## config.mk

```make
export PLATFORM = sky130hd
export DESIGN_NAME = float_to_fixed12_convert
export DESIGN_NICKNAME = d
export VERILOG_FILES = /design/src/sv/f2fx_pkg.sv /design/src/sv/float_to_fixed12_convert.sv
export SDC_FILE = /design/constraint.sdc
export NUM_CORES = 1
export LEC_CHECK = 0
export ABC_AREA = 1
export BUFFER_PORTS_ARGS = -buffer_cell sky130_fd_sc_hd__buf_2
export CAP_MARGIN = 20
export CORE_MARGIN = 2
export CORE_UTILIZATION = 52
export DETAILED_ROUTE_END_ITERATION = 12
export HOLD_SLACK_MARGIN = 0.15
export PLACE_DENSITY_LB_ADDON = 0.15
export SLEW_MARGIN = 15
export SYNTH_ARGS = -nofsm -noshare
export SYNTH_HDL_FRONTEND = slang
export SYNTH_SLANG_ARGS = --single-unit
export TNS_END_PERCENT = 5
```

## constraint.sdc

```tcl
create_clock -name clk -period 2.68 [get_ports clk]
set_input_delay 0 -clock clk [delete_from_list [all_inputs] [get_ports clk]]
set_output_delay 0 -clock clk [all_outputs]
set_load 0.005 [all_outputs]
```

## src/sv/f2fx_pkg.sv

```systemverilog
`default_nettype none

package f2fx_pkg;

  localparam int unsigned FLOAT_W = 32;
  localparam int unsigned EXP_W   = 8;
  localparam int unsigned FRAC_W  = 23;
  localparam int unsigned MANT_W  = FRAC_W + 1;
  localparam int unsigned MAG_W   = 15;
  localparam int unsigned VAL_W   = MAG_W + 1;
  localparam int unsigned FIX_W   = 12;
  localparam int unsigned POS_W   = 5;
  localparam int unsigned SHAMT_W = 5;
  localparam int unsigned SHIFT_W = 10;

  localparam logic [SHIFT_W-1:0] EXP_BIAS_M1 = SHIFT_W'(126);
  localparam logic [MAG_W-1:0]   MAG_MAX     = {MAG_W{1'b1}};
  localparam logic [VAL_W-1:0]   VAL_NEG_SAT = {1'b1, {MAG_W{1'b0}}};

  typedef struct packed {
    logic [FLOAT_W-1:0] float_bits;
    logic               last_in;
  } in_word_t;

  typedef struct packed {
    logic signed [FIX_W-1:0] fixed_value;
    logic                    last_out;
  } out_word_t;

endpackage

`default_nettype wire

```

## src/sv/float_to_fixed12_convert.sv

```systemverilog
// float_to_fixed12_convert
// converts one single-precision float word per cycle into a signed 12-bit
// fixed-point word, scaled by the point position held in the config register
// input: drive in_data and pulse start; a word is taken on every edge with
// start high and busy low, and busy is never raised, so one word per cycle
// config: cfg_we with cfg_wdata writes the point position; write it only
// while no word is in flight
// output: out_valid marks out_data for exactly one cycle; the receiver cannot
// stall, and the pipeline has no stall path
// pipeline: an accepted word passes through three register stages (exponent/shift
// decode, barrel shift with rounding, sign and scale) before out_valid is
// high; throughput one word per cycle
// reset: synchronous active-low rst_n clears the stage valid bits and sets
// the point position to zero; words in flight are dropped
`default_nettype none

module float_to_fixed12_convert
  import f2fx_pkg::*;
(
  input  wire logic             clk,
  input  wire logic             rst_n,
  input  wire logic             start,
  output logic                  busy,
  input  wire in_word_t         in_data,
  output logic                  out_valid,
  output out_word_t             out_data,
  input  wire logic             cfg_we,
  input  wire logic [POS_W-1:0] cfg_wdata
);

  logic [POS_W-1:0] point_pos_r;

  // stage 1
  logic               valid1_r;
  logic               zero1_r;
  logic               sat1_r;
  logic               sign1_r;
  logic               last1_r;
  logic [SHAMT_W-1:0] shamt1_r;
  logic [MANT_W-1:0]  mant1_r;

  logic               zero1_nxt;
  logic               sat1_nxt;
  logic [SHIFT_W-1:0] shift_s1;
  logic [EXP_W-1:0]   expo_s1;
  logic               accept;

  // stage 2
  logic             valid2_r;
  logic             sat2_r;
  logic             sign2_r;
  logic             last2_r;
  logic [MAG_W-1:0] mag2_r;

  logic [MANT_W-1:0] shifted_s2;
  logic [MAG_W-1:0]  mag_raw_s2;
  logic              rnd_s2;
  logic [MAG_W-1:0]  mag2_nxt;
  logic              sat2_nxt;

  // stage 3
  logic             out_valid_r;
  out_word_t        out_data_r;
  logic [VAL_W-1:0] val_s3;
  out_word_t        out_data_nxt;

  assign busy   = 1'b0;
  assign accept = start & ~busy;

  always_ff @(posedge clk) begin
    if (!rst_n) begin
      point_pos_r <= '0;
    end else if (cfg_we) begin
      point_pos_r <= cfg_wdata;
    end
  end

  // exponent decode and shift amount
  always_comb begin
    expo_s1   = in_data.float_bits[FLOAT_W-2 -: EXP_W];
    shift_s1  = SHIFT_W'(point_pos_r) + EXP_BIAS_M1 - SHIFT_W'(expo_s1);
    sat1_nxt  = shift_s1[SHIFT_W-1];
    zero1_nxt = (in_data.float_bits == '0)
              | (~shift_s1[SHIFT_W-1] & (shift_s1[SHIFT_W-2:SHAMT_W] != '0));
  end

  always_ff @(posedge clk) begin
    if (!rst_n) begin
      valid1_r <= 1'b0;
    end else begin
      valid1_r <= accept;
    end
  end

  always_ff @(posedge clk) begin
    if (accept) begin
      zero1_r  <= zero1_nxt;
      sat1_r   <= sat1_nxt;
      sign1_r  <= in_data.float_bits[FLOAT_W-1];
      last1_r  <= in_data.last_in;
      shamt1_r <= shift_s1[SHAMT_W-1:0];
      mant1_r  <= {1'b1, in_data.float_bits[FRAC_W-1:0]};
    end
  end

  // alignment and rounding
  always_comb begin
    shifted_s2 = mant1_r >> shamt1_r;
    mag_raw_s2 = shifted_s2[MANT_W-1 -: MAG_W];
    rnd_s2     = shifted_s2[MANT_W-MAG_W-1];
    mag2_nxt   = mag_raw_s2;
    sat2_nxt   = 1'b0;
    if (sat1_r) begin
      mag2_nxt = MAG_MAX;
      sat2_nxt = 1'b1;
    end else if (zero1_r) begin
      mag2_nxt = '0;
    end else if (rnd_s2) begin
      if (mag_raw_s2 == MAG_MAX) begin
        sat2_nxt = 1'b1;
      end else begin
        mag2_nxt = mag_raw_s2 + MAG_W'(1);
      end
    end
  end

  always_ff @(posedge clk) begin
    if (!rst_n) begin
      valid2_r <= 1'b0;
    end else begin
      valid2_r <= valid1_r;
    end
  end

  always_ff @(posedge clk) begin
    if (valid1_r) begin
      mag2_r  <= mag2_nxt;
      sat2_r  <= sat2_nxt;
      sign2_r <= sign1_r;
      last2_r <= last1_r;
    end
  end

  // sign and scale down by sixteen, rounding toward minus infinity
  always_comb begin
    if (sign2_r) begin
      if (sat2_r && (mag2_r != '0)) begin
        val_s3 = VAL_NEG_SAT;
      end else begin
        val_s3 = VAL_W'(0) - {1'b0, mag2_r};
      end
    end else begin
      val_s3 = {1'b0, mag2_r};
    end
    out_data_nxt.fixed_value = val_s3[VAL_W-1 -: FIX_W];
    out_data_nxt.last_out    = last2_r;
  end

  always_ff @(posedge clk) begin
    if (!rst_n) begin
      out_valid_r <= 1'b0;
    end else begin
      out_valid_r <= valid2_r;
    end
  end

  always_ff @(posedge clk) begin
    if (valid2_r) begin
      out_data_r <= out_data_nxt;
    end
  end

  assign out_valid = out_valid_r;
  assign out_data  = out_data_r;

endmodule

`default_nettype wire
```

==> results of run 1 <==
==> area by class of cell <==
| class | count | area, um2 | share of cell area |
|---|---|---|---|
| clock buffer | 9 | 123.9 | 0.02451 |
| clock inverter | 7 | 71.32 | 0.01411 |
| inverter | 60 | 232.7 | 0.04605 |
| multi-input combinational | 357 | 1901 | 0.3761 |
| sequential | 63 | 1812 | 0.3585 |
| tap | 102 | 127.6 | 0.02525 |
| timing repair buffer | 108 | 785.8 | 0.1555 |
==> state kept, by name, indices dropped and copies added (netlist names), 5 cells and up <==
name	count
out_data	13
shamt1_r	5
mant1_r	15
point_pos_r	5
mag2_r	15
==> cells in the final DEF, fill, tap and decap left out, types with 8 or more instances in the layout <==
master and instances:
o21ai_0 14, clkbuf_8 9, nand2_1 140, nand2_2 9, buf_2 55, ha_1 13, inv_1 50, buf_4 10
nand3_1 68, xor2_1 10, edfxtp_1 55, a21oi_1 9, dlygate4sd3_1 41, nand4_1 10, dfxtp_1 8, nor2_1 37
==> worst min-delay path: cells and delay by family <==
kind            cells  cell delay [ps]
simple gates        2              160
compound gates      1              100
buf+inv             1               70
==> per-stage QoR <==
step                cell area (um2)  TNS, ps  std cells  hold slack [ps]
finish                         5054        0        706            159.5
global route                   5054   -6.695        706            164.6
CTS                            4977        0        701            152.5
detailed placement             4372        0        644            181.2
global placement               4372        0        644            179.5
floorplan                      4005        0        494            93.45
==> report_power, final <==
| part | switching, mW | internal [mW] | total, mW |
|---|---|---|---|
| sequential | 0.0434 | 1.16 | 1.21 |
| clock | 0.394 | 0.429 | 0.823 |
| combinational | 0.475 | 0.310 | 0.785 |
==> kinds of logic after synthesis <==
logic type | count (synthesis)
adders and majority gates | 15
DFF | 63
xor gates and xnor gates | 14
AOI/OAI and AO/OA | 35
buffers and inverters | 75
and+or+nand+nor | 291
other | 1
==> metal layers <==
metal | wire length [um] | track usage
met5 | 0 | 0
met4 | 139 | 0.08085
met3 | 344 | 0.05423
met2 | 4665 | 0.3983
met1 | 3691 | 0.2451
==> worst max-delay path by stage <==
stage	slack, ps	cells past startpoint	end
floorplan	410	18	mag2_r[5]$_SDFFCE_PP1P_
global placement	200	16	mag2_r[0]$_SDFFCE_PP1P_
detailed placement	120	16	mag2_r[1]$_SDFFCE_PP1P_
CTS	120	16	mag2_r[1]$_SDFFCE_PP1P_
global route	-7	16	mag2_r[1]$_SDFFCE_PP1P_
finish	180	13	zero1_r$_DFFE_PP_
==> timing repair <==
item / 4_1_cts / 5_1_grt
endpoints found under the hold margin: 28 / 0
gates resized for setup: 0 / 8
setup buffers: 0 / 4
hold buffers: 41 / 0
endpoints found under the setup margin: 0 / 10
==> out/metrics.yaml, run 1 <==
root_buffer: "clkbuf_8"
grt.overflow.total: 0
synth_fa_ha_area_frac: 0.04873
synth_area_leader_cell: "edfxtp_1"
clockBufferDepth: 2
hold_path.startpoint: "in_data[1]"
syn-num-nets: 551
grt_use_total: 0.2182
place_congestion: 0.9145
peakVddDrop_mv: 0.3671
timing.fmax_mhz: 400.6
cp_slowest_cell: "ha_1"
outcome: "complete, no violations"
drt_first_iter_violations: 118
syn_area_um2: 4005
cts.htree.levels: 3
dp_hpwl_um: 6043
die-area_um2: 8420
synth.area.mux_share: 0
insertion_delay_ps: 340
worstRegToRegCells: 13
synth_ff_type: "edfxtp_1"
synthTopCellsByCount: "nand2_1, nand3_1, edfxtp_1, inv_1, nor2_1"
setup_slack_ps: 183.7
ant_nets: 0
drv_cap: 0
worstSetupEndpointType: "register"
io_buffers: 55
start_kind: "register"
synth_top_area_share: 0.4124
fin_skew_ps: 8.826
synth.most_common_cell: "nand2_1"
crit_top_cell: "a21oi_1"
grt_first_pass_wirelength_um: 14570
die_x_um: 91.76
yosysSeqAreaShare: 0.4524
timing.critical_path.buf_inv: 2
rr_endpoint: "zero1_r$_DFFE_PP_"
max_slew.worst_pin.slew_ps: 792.7
hold_path_class: "in -> reg"
slew_viol_final: 0
clkTransAtPathRegs_ps: 80
min_to: "zero1_r$_DFFE_PP_"
path_cells: "inv_1 -> ha_1 -> inv_1 -> ha_1 -> a21oi_1 -> nand2_1 -> a21oi_1 -> nor2_1 -> nor2_1 -> o21ai_0 -> a21oi_1 -> o21bai_1 -> o21ai_0"
finalSetupViolCount: 0
io_pins: 57
syn2layout_area_growth_pct: 26.18
crit_type: "reg -> reg"
startpoint: "point_pos_r[3]$_SDFFE_PN0P_"
crit_family: "compound AO/OA/AOI/OAI gates"
wl_um: 8841
slew_headroom: 0.4708
r2r-start: "point_pos_r[3]$_SDFFE_PN0P_"
place_ws_ps: 117.7
synth_edf_count: 55
arrival_ps: 2580
drive_gt1_frac: 0.1970
wl_per_cell_um: 12.52
yosys_register_bits: 63
yosysWarnings: 0
chipHeight_um: 91.76
first_global_vias: 3354
final_util: 0.6643
synth_top_family_by_area: "simple AND/OR/NAND/NOR gates"
grt_start_max_net_pins: 26
core_um2: 7607
syn_inst: 494
antenna_found_initial: 0
cts_tree: "done"
cp.required_ps: 2770
p_total_mw: 2.814
cp_max_fo: 4
hold_violations: 0
synth_xor_area_frac: 0.03062
synth_area_leaders: "edfxtp_1, nand2_1, nand3_1, inv_1, ha_1"
fillers: 639
max_stage_delay_ps: 350
min_period_over_period: 0.9314
whs_path_depth: 4
p_per_area_nw_per_um2: 556.7
cts_buffers: 9
r2r_slack_ps: 180
ys_types: 38
synth_area_per_cell_um2: 8.107
initial_utilization: 0.5265
min_period_ps: 2496
fin_nets: 656
num_vias: 3603
num_antenna_cells: 0
drc_errors: 0
clock_sinks: 63
p_leak_nw: 2.285
synthArstFlopShare: 0
vias_per_cell: 5.103
synth_compound_area_frac: 0.04967
synth_simple_gate_area_frac: 0.3324
first_pass_iters: 4
row_count: 32
Power figures use the tool's default switching activity.
==> inputs of run 2 (changes only) <==
ABC_AREA = not set   (was 1)
==> out/metrics.yaml, run 2 <==
syn_inst: 365  # was 494
first_global_vias: 3601  # was 3354
num_vias: 3462  # was 3603
crit_family: "simple AND/OR/NAND/NOR gates"  # was compound AO/OA/AOI/OAI gates
cts_tree: "done"  # unchanged
cts.htree.levels: 3  # unchanged
startpoint: "mag2_r[1]$_SDFFCE_PP1P_"  # was point_pos_r[3]$_SDFFE_PN0P_
core_um2: 7607  # unchanged
wl_per_cell_um: 16.58  # was 12.52 um
arrival_ps: 3160  # was 2580 ps
grt_use_total: 0.2578  # was 0.2182
io_pins: 57  # unchanged
grt.overflow.total: 0  # unchanged
finalSetupViolCount: 19  # was 0
initial_utilization: 0.5278  # was 0.5265
hold-worst-slack_ps: 174.5  # was 159.5 ps
min_period_ps: 2939  # was 2496 ps
rr_endpoint: "out_data[2]$_DFFE_PP_"  # was zero1_r$_DFFE_PP_
place_ws_ps: -259.0  # was 117.7 ps
synth.most_common_cell: "edfxtp_1"  # was nand2_1
synth_area_leaders: "edfxtp_1, mux4_2, ha_1, dfxtp_1, xor2_1"  # was edfxtp_1, nand2_1, nand3_1, inv_1, ha_1
max_stage_delay_ps: 540  # was 350 ps
vias_per_cell: 5.548  # was 5.103
root_buffer: "clkbuf_8"  # unchanged
synth_top_area_share: 0.4113  # was 0.4124
route.met3.wl_um: 423  # was 344 um
die_x_um: 91.87  # was 91.76 um
m1WireLength_um: 3808  # was 3691 um
path_cells: "or4_4 -> or4_4 -> or3_4 -> or2_4 -> or3_4 -> o21a_1 -> and2_4 -> nor2_2"  # was inv_1 -> ha_1 -> inv_1 -> ha_1 -> a21oi_1 -> nand2_1 -> a21oi_1 -> nor2_1 -> nor2_1 -> o21ai_0 -> a21oi_1 -> o21bai_1 -> o21ai_0
hold_violations: 0  # unchanged
num_antenna_cells: 0  # unchanged
min_period_over_period: 1.097  # was 0.9314
slew_viol_final: 0  # unchanged
top_layer: "met4"  # unchanged
grt_first_pass_wirelength_um: 16630  # was 14570 um
clkTransAtPathRegs_ps: 80  # about the same
hold_path.startpoint: "in_data[27]"  # was in_data[1]
syn-num-nets: 422  # was 551
die-area_um2: 8440  # was 8420 um2
place_congestion: 0.9902  # was 0.9145
p_leak_nw: 2.317  # was 2.285 nW
p_per_area_nw_per_um2: 555.2  # was 556.7 nW/um2
fillers: 528  # was 639
whs_path_depth: 4  # unchanged
drt_first_iter_violations: 124  # was 118
worstRegToRegCells: 8  # was 13
timing.fmax_mhz: 340.2  # was 400.6 MHz
synth_ff_type: "edfxtp_1"  # unchanged
clock_sinks: 63  # unchanged
hold_path_class: "in -> reg"  # unchanged
synthArstFlopShare: 0  # unchanged
setup_slack_ps: -259.3  # was 183.7 ps
io_buffers: 55  # unchanged
first_pass_iters: 4  # unchanged
syn2layout_area_growth_pct: 40.57  # was 26.18%
outcome: "finished, violations left"  # was complete, no violations
yosysWarnings: 0  # unchanged
min_to: "zero1_r$_DFFE_PP_"  # unchanged
yosysSeqAreaShare: 0.4512  # was 0.4524
row_count: 32  # unchanged
drive_gt1_frac: 0.3851  # was 0.1970
synth_edf_count: 55  # unchanged
dr_wl_met2_um: 5812  # was 4665 um
start_kind: "register"  # unchanged
slew_headroom: 0.4851  # was 0.4708
cp.required_ps: 2900  # was 2770 ps
rsz0062_at_grt: "true"
wl_um: 10350  # was 8841 um
synth_area_per_cell_um2: 11.00  # was 8.107 um2
antenna_found_initial: 0  # unchanged
peakVddDrop_mv: 0.3908  # was 0.3671 mV
fin_skew_ps: 18.94  # was 8.826 ps
final_cell_mix: "buf_4, buf_2, edfxtp_1"  # was nand2_1, nand3_1, buf_2, edfxtp_1, inv_1
cp_max_fo: 8  # was 4
drv_cap: 0  # unchanged
fin_nets: 574  # was 656
synthTopCellsByCount: "edfxtp_1, nor2_1, inv_1, nand2_1, xor2_1"  # was nand2_1, nand3_1, edfxtp_1, inv_1, nor2_1
synth_area_leader_cell: "edfxtp_1"  # unchanged
drc_errors: 0  # unchanged
chipHeight_um: 91.87  # was 91.76 um
cts_buffers: 9  # unchanged
clockBufferDepth: 2  # unchanged
max_slew.worst_pin.slew_ps: 771.3  # was 792.7 ps
r2r_slack_ps: -260  # was 180 ps
crit_type: "reg -> reg"  # unchanged
violations: "negative setup slack"
ys_types: 59  # was 38
syn_area_um2: 4015  # was 4005 um2
yosys_register_bits: 63  # unchanged
cp_slowest_cell: "or4_4"  # was ha_1
final_util: 0.7419  # was 0.6643
insertion_delay_ps: 360  # was 340 ps
timing.critical_path.buf_inv: 0  # was 2
worstSetupEndpointType: "register"  # unchanged
r2r-start: "mag2_r[1]$_SDFFCE_PP1P_"  # was point_pos_r[3]$_SDFFE_PN0P_
dp_hpwl_um: 6961  # was 6043 um
layout_commonest_cell: "buf_4"  # was nand2_1
ant_nets: 0  # unchanged
grt_start_max_net_pins: 26  # unchanged
-- run 2: changes by cell type in the layout (fill, tap and decap cells not counted), moves of 9 or more --
cell | previous run | this run
buf_4 | 10 | 60
inv_1 | 50 | 26
mux2i_1 | 0 | 12
mux4_2 | 0 | 15
nand2_1 | 140 | 25
nand2_2 | 9 | 0
nand3_1 | 68 | 4
nor2_1 | 37 | 25
-- run 2: routing by layer --
metal,GRT usage,vias up
li1,-,1662
met1,0.2534,1689
met2,0.5074,89
met3,0.06820,22
met4,0.09826,0
met5,0,-
-- run 2: cells by family after synthesis --
group | after synthesis | synth area share
AOI/OAI and AO/OA | 60 | 0.1050
xor gates and xnor gates | 23 | 0.05017
adders and majority gates | 15 | 0.04861
buffers and inverters | 43 | 0.04830
DFF | 63 | 0.4512
muxes | 32 | 0.1281
other | 1 | 0.0009340
and+or+nand+nor | 128 | 0.1677
-- run 2: how the worst max path moves through the flow --
stage	to	cells past startpoint
after floorplan	out_data[5]$_DFFE_PP_	9
after global placement	out_data[6]$_DFFE_PP_	8
after detailed placement	mag2_r[12]$_SDFFCE_PP1P_	9
after CTS	out_data[8]$_DFFE_PP_	8
after global routing	mag2_r[13]$_SDFFCE_PP1P_	12
final	out_data[2]$_DFFE_PP_	8
-- run 2: timing repair --
action                                  in CTS  in global routing
pin swaps                                    6                  7
endpoints found under the setup margin      26                 27
hold endpoints to repair                    32                  0
setup buffers                                1                  0
hold buffers                                39                  0
resized for setup                           18                 23
-- run 2: report_power, final --
part	internal (mW)	leakage (nW)	switching [mW]
Sequential	1.16	0.587	0.0762
Clock	0.536	0.112	0.416
Combinational	0.496	1.62	0.449
Total	2.19	2.32	0.942
-- run 2: stage by stage --
stage / power [mW] / instances / cell area [um2] / TNS (ps)
5_1_grt: 3.279 / 624 / 5644 / -5772
3_3_place_gp: 2.048 / 568 / 4843 / -3812
2_1_floorplan: 1.733 / 365 / 4043 / -4209
4_1_cts: 3.078 / 624 / 5550 / -3000
6_report: 3.134 / 624 / 5644 / -3147
3_5_place_dp: 2.069 / 568 / 4843 / -4879
-- run 2: cell type report --
cell class	count	area, um2	area share
multi-input combinational	259	2196	0.3890
sequential	63	1812	0.3210
timing repair buffer	158	1182	0.2095
tap	102	127.6	0.02261
clock buffer	9	123.9	0.02195
clock inverter	7	105.1	0.01862
inverter	26	97.59	0.01729
-- run 2: worst min-delay path, delay by kind of cell --
kind	cells	cell delay (ps)
compound gates	1	90
buf+inv	1	100
simple gates	2	150
==> inputs of run 3 (changes only) <==
CORE_UTILIZATION = 44   (was 52)
==> out/metrics.yaml, run 3 (synthesis gave the netlist of run 2 again) <==
io_buffers: 55  # unchanged
drt_first_iter_violations: 104  # was 124
antenna_found_initial: 0  # unchanged
grt.overflow.total: 0  # unchanged
syn2layout_area_growth_pct: 40.20  # was 40.57%
final_util: 0.6392  # was 0.7419
finalSetupViolCount: 19  # unchanged
worstSetupEndpointType: "register"  # unchanged
violations: "negative setup slack"  # unchanged
cp.required_ps: 2890  # was 2900 ps
hold_violations: 0  # unchanged
clock_sinks: 63  # unchanged
num_vias: 3386  # was 3462
place_ws_ps: -291.3  # was -259.0 ps
peakVddDrop_mv: 0.3789  # was 0.3908 mV
place_inst: 579  # was 568
fin_nets: 580  # was 574
grt_start_max_net_pins: 26  # unchanged
drv_cap: 0  # unchanged
chipHeight_um: 99.53  # was 91.87 um
rsz0062_at_grt: "true"  # unchanged
layout_commonest_cell: "buf_4"  # unchanged
timing.critical_path.buf_inv: 0  # unchanged
hold_path_class: "in -> reg"  # unchanged
min_period_ps: 2955  # was 2939 ps
initial_utilization: 0.4560  # was 0.5278
fillers: 687  # was 528
first_pass_iters: 4  # unchanged
p_per_area_nw_per_um2: 517.4  # was 555.2 nW/um2
die_x_um: 99.53  # was 91.87 um
p_leak_nw: 2.310  # was 2.317 nW
outcome: "finished, violations left"  # unchanged
root_buffer: "clkbuf_8"  # unchanged
setup_slack_ps: -275.4  # was -259.3 ps
cts_buffers: 9  # unchanged
wl_per_cell_um: 15.20  # was 16.58 um
arrival_ps: 3170  # was 3160 ps
die-area_um2: 9905  # was 8440 um2
clockBufferDepth: 2  # unchanged
dp_hpwl_um: 7039  # was 6961 um
clkTransAtPathRegs_ps: 80  # about the same
slew_headroom: 0.4802  # was 0.4851
final_cell_mix: "buf_4, buf_2, edfxtp_1"  # unchanged
cts_tree: "done"  # unchanged
path_cells: "or4_4 -> or4_4 -> or3_4 -> or2_4 -> or3_4 -> o21a_1 -> and2_4 -> nor2_2"  # unchanged
core_um2: 8806  # was 7607 um2
crit_type: "reg -> reg"  # unchanged
place_congestion: 0.8844  # was 0.9902
grt_use_total: 0.2047  # was 0.2578
start_kind: "register"  # unchanged
p_total_mw: 2.913  # was 3.134 mW
cp_max_fo: 8  # unchanged
grt_first_pass_wirelength_um: 15940  # was 16630 um
drive_gt1_frac: 0.4015  # was 0.3851
io_pins: 57  # unchanged
multiInputGateArea_um2: 2213  # was 2196 um2
final_cells: 636  # was 624
max_stage_delay_ps: 550  # was 540 ps
crit_family: "simple AND/OR/NAND/NOR gates"  # unchanged
min_period_over_period: 1.103  # was 1.097
num_antenna_cells: 0  # unchanged
max_slew.worst_pin.slew_ps: 778.6  # was 771.3 ps
regArea_um2: 1812  # unchanged
vias_per_cell: 5.324  # was 5.548
slew_viol_final: 0  # unchanged
drc_errors: 0  # unchanged
cts.htree.levels: 3  # unchanged
row_count: 34  # was 32
timing.fmax_mhz: 338.4  # was 340.2 MHz
insertion_delay_ps: 350  # was 360 ps
wl_um: 9665  # was 10350 um
ant_nets: 0  # unchanged
cp_slowest_cell: "or4_4"  # unchanged
fin_skew_ps: 13.87  # was 18.94 ps
first_global_vias: 3427  # was 3601
-- run 3: cell types whose count changed in the layout (fill, tap and decap cells not counted), moves of 2 or more --
cell	previous run	this run
dlygate4sd3_1	39	37
and3_4	0	3
nor2_1	25	29
bufinv_16	2	0
mux2i_1	12	10
mux2i_2	0	2
buf_4	60	69
clkinv_2	0	2
and3_1	4	1
o21ai_1	2	0
nor2_2	11	7
-- run 3: per-layer routing --
metal  global-route usage  wire, um  vias up
met5                    0         0        -
met4              0.06955       165        0
met3              0.04216       338       16
met1               0.2258      3765     1628
met2               0.3883      5395       73
li1                     -         -     1669
-- run 3: metrics by stage --
stage / hold WS [ps] / cell area (um2) / TNS [ps]
3_3_place_gp: 179.5 / 4876 / -4641
4_1_cts: 151.8 / 5504 / -3348
2_1_floorplan: 98.87 / 4043 / -4209
3_5_place_dp: 178.7 / 4876 / -5161
6_report: 166.5 / 5629 / -2832
5_1_grt: 173.1 / 5629 / -5915
-- run 3: worst register-to-register path, stage by stage (launching register included) --
cell and delay [ps]:
edfxtp_1 370, or4_4 550, or4_4 440, or3_4 380
or2_4 260, or3_4 340, o21a_1 200, and2_4 190
nor2_2 110
-- run 3: worst paths after layout --
| kind | start | endpoint | slack (ps) | depth (start not counted) |
|---|---|---|---|---|
| setup reg to reg | mag2_r[0]$_SDFFCE_PP1P_ | out_data[4]$_DFFE_PP_ | -280 | 8 |
| hold reg to reg | last2_r$_DFFE_PP_ | out_data[0]$_DFFE_PP_ | 420 | 0 |
| hold / removal | start | mant1_r[20]$_DFFE_PP_ | 170 | 1 |
| setup / recovery | mag2_r[0]$_SDFFCE_PP1P_ | out_data[4]$_DFFE_PP_ | -280 | 8 |
-- run 3: repair_timing --
item	CTS	global route
resized for setup	19	24
buffers inserted	1	3
pin swaps	10	7
endpoints found under the hold margin	27	0
endpoints found under the setup margin	26	28
hold buffers	37	0
cloned	0	0
-- run 3: cell type report --
cell class,instances,area share
inverters,26,0.01734
clock buffers,9,0.02200
well taps,108,0.02401
flip-flops and latches,63,0.3218
clock inverters,7,0.008446
repair buffers,164,0.2132
multi-input cells,259,0.3932
-- run 3: where the power goes --
| part | internal, mW | switching [mW] |
|---|---|---|
| registers | 1.16 | 0.0667 |
| logic | 0.509 | 0.448 |
| clock network | 0.336 | 0.393 |
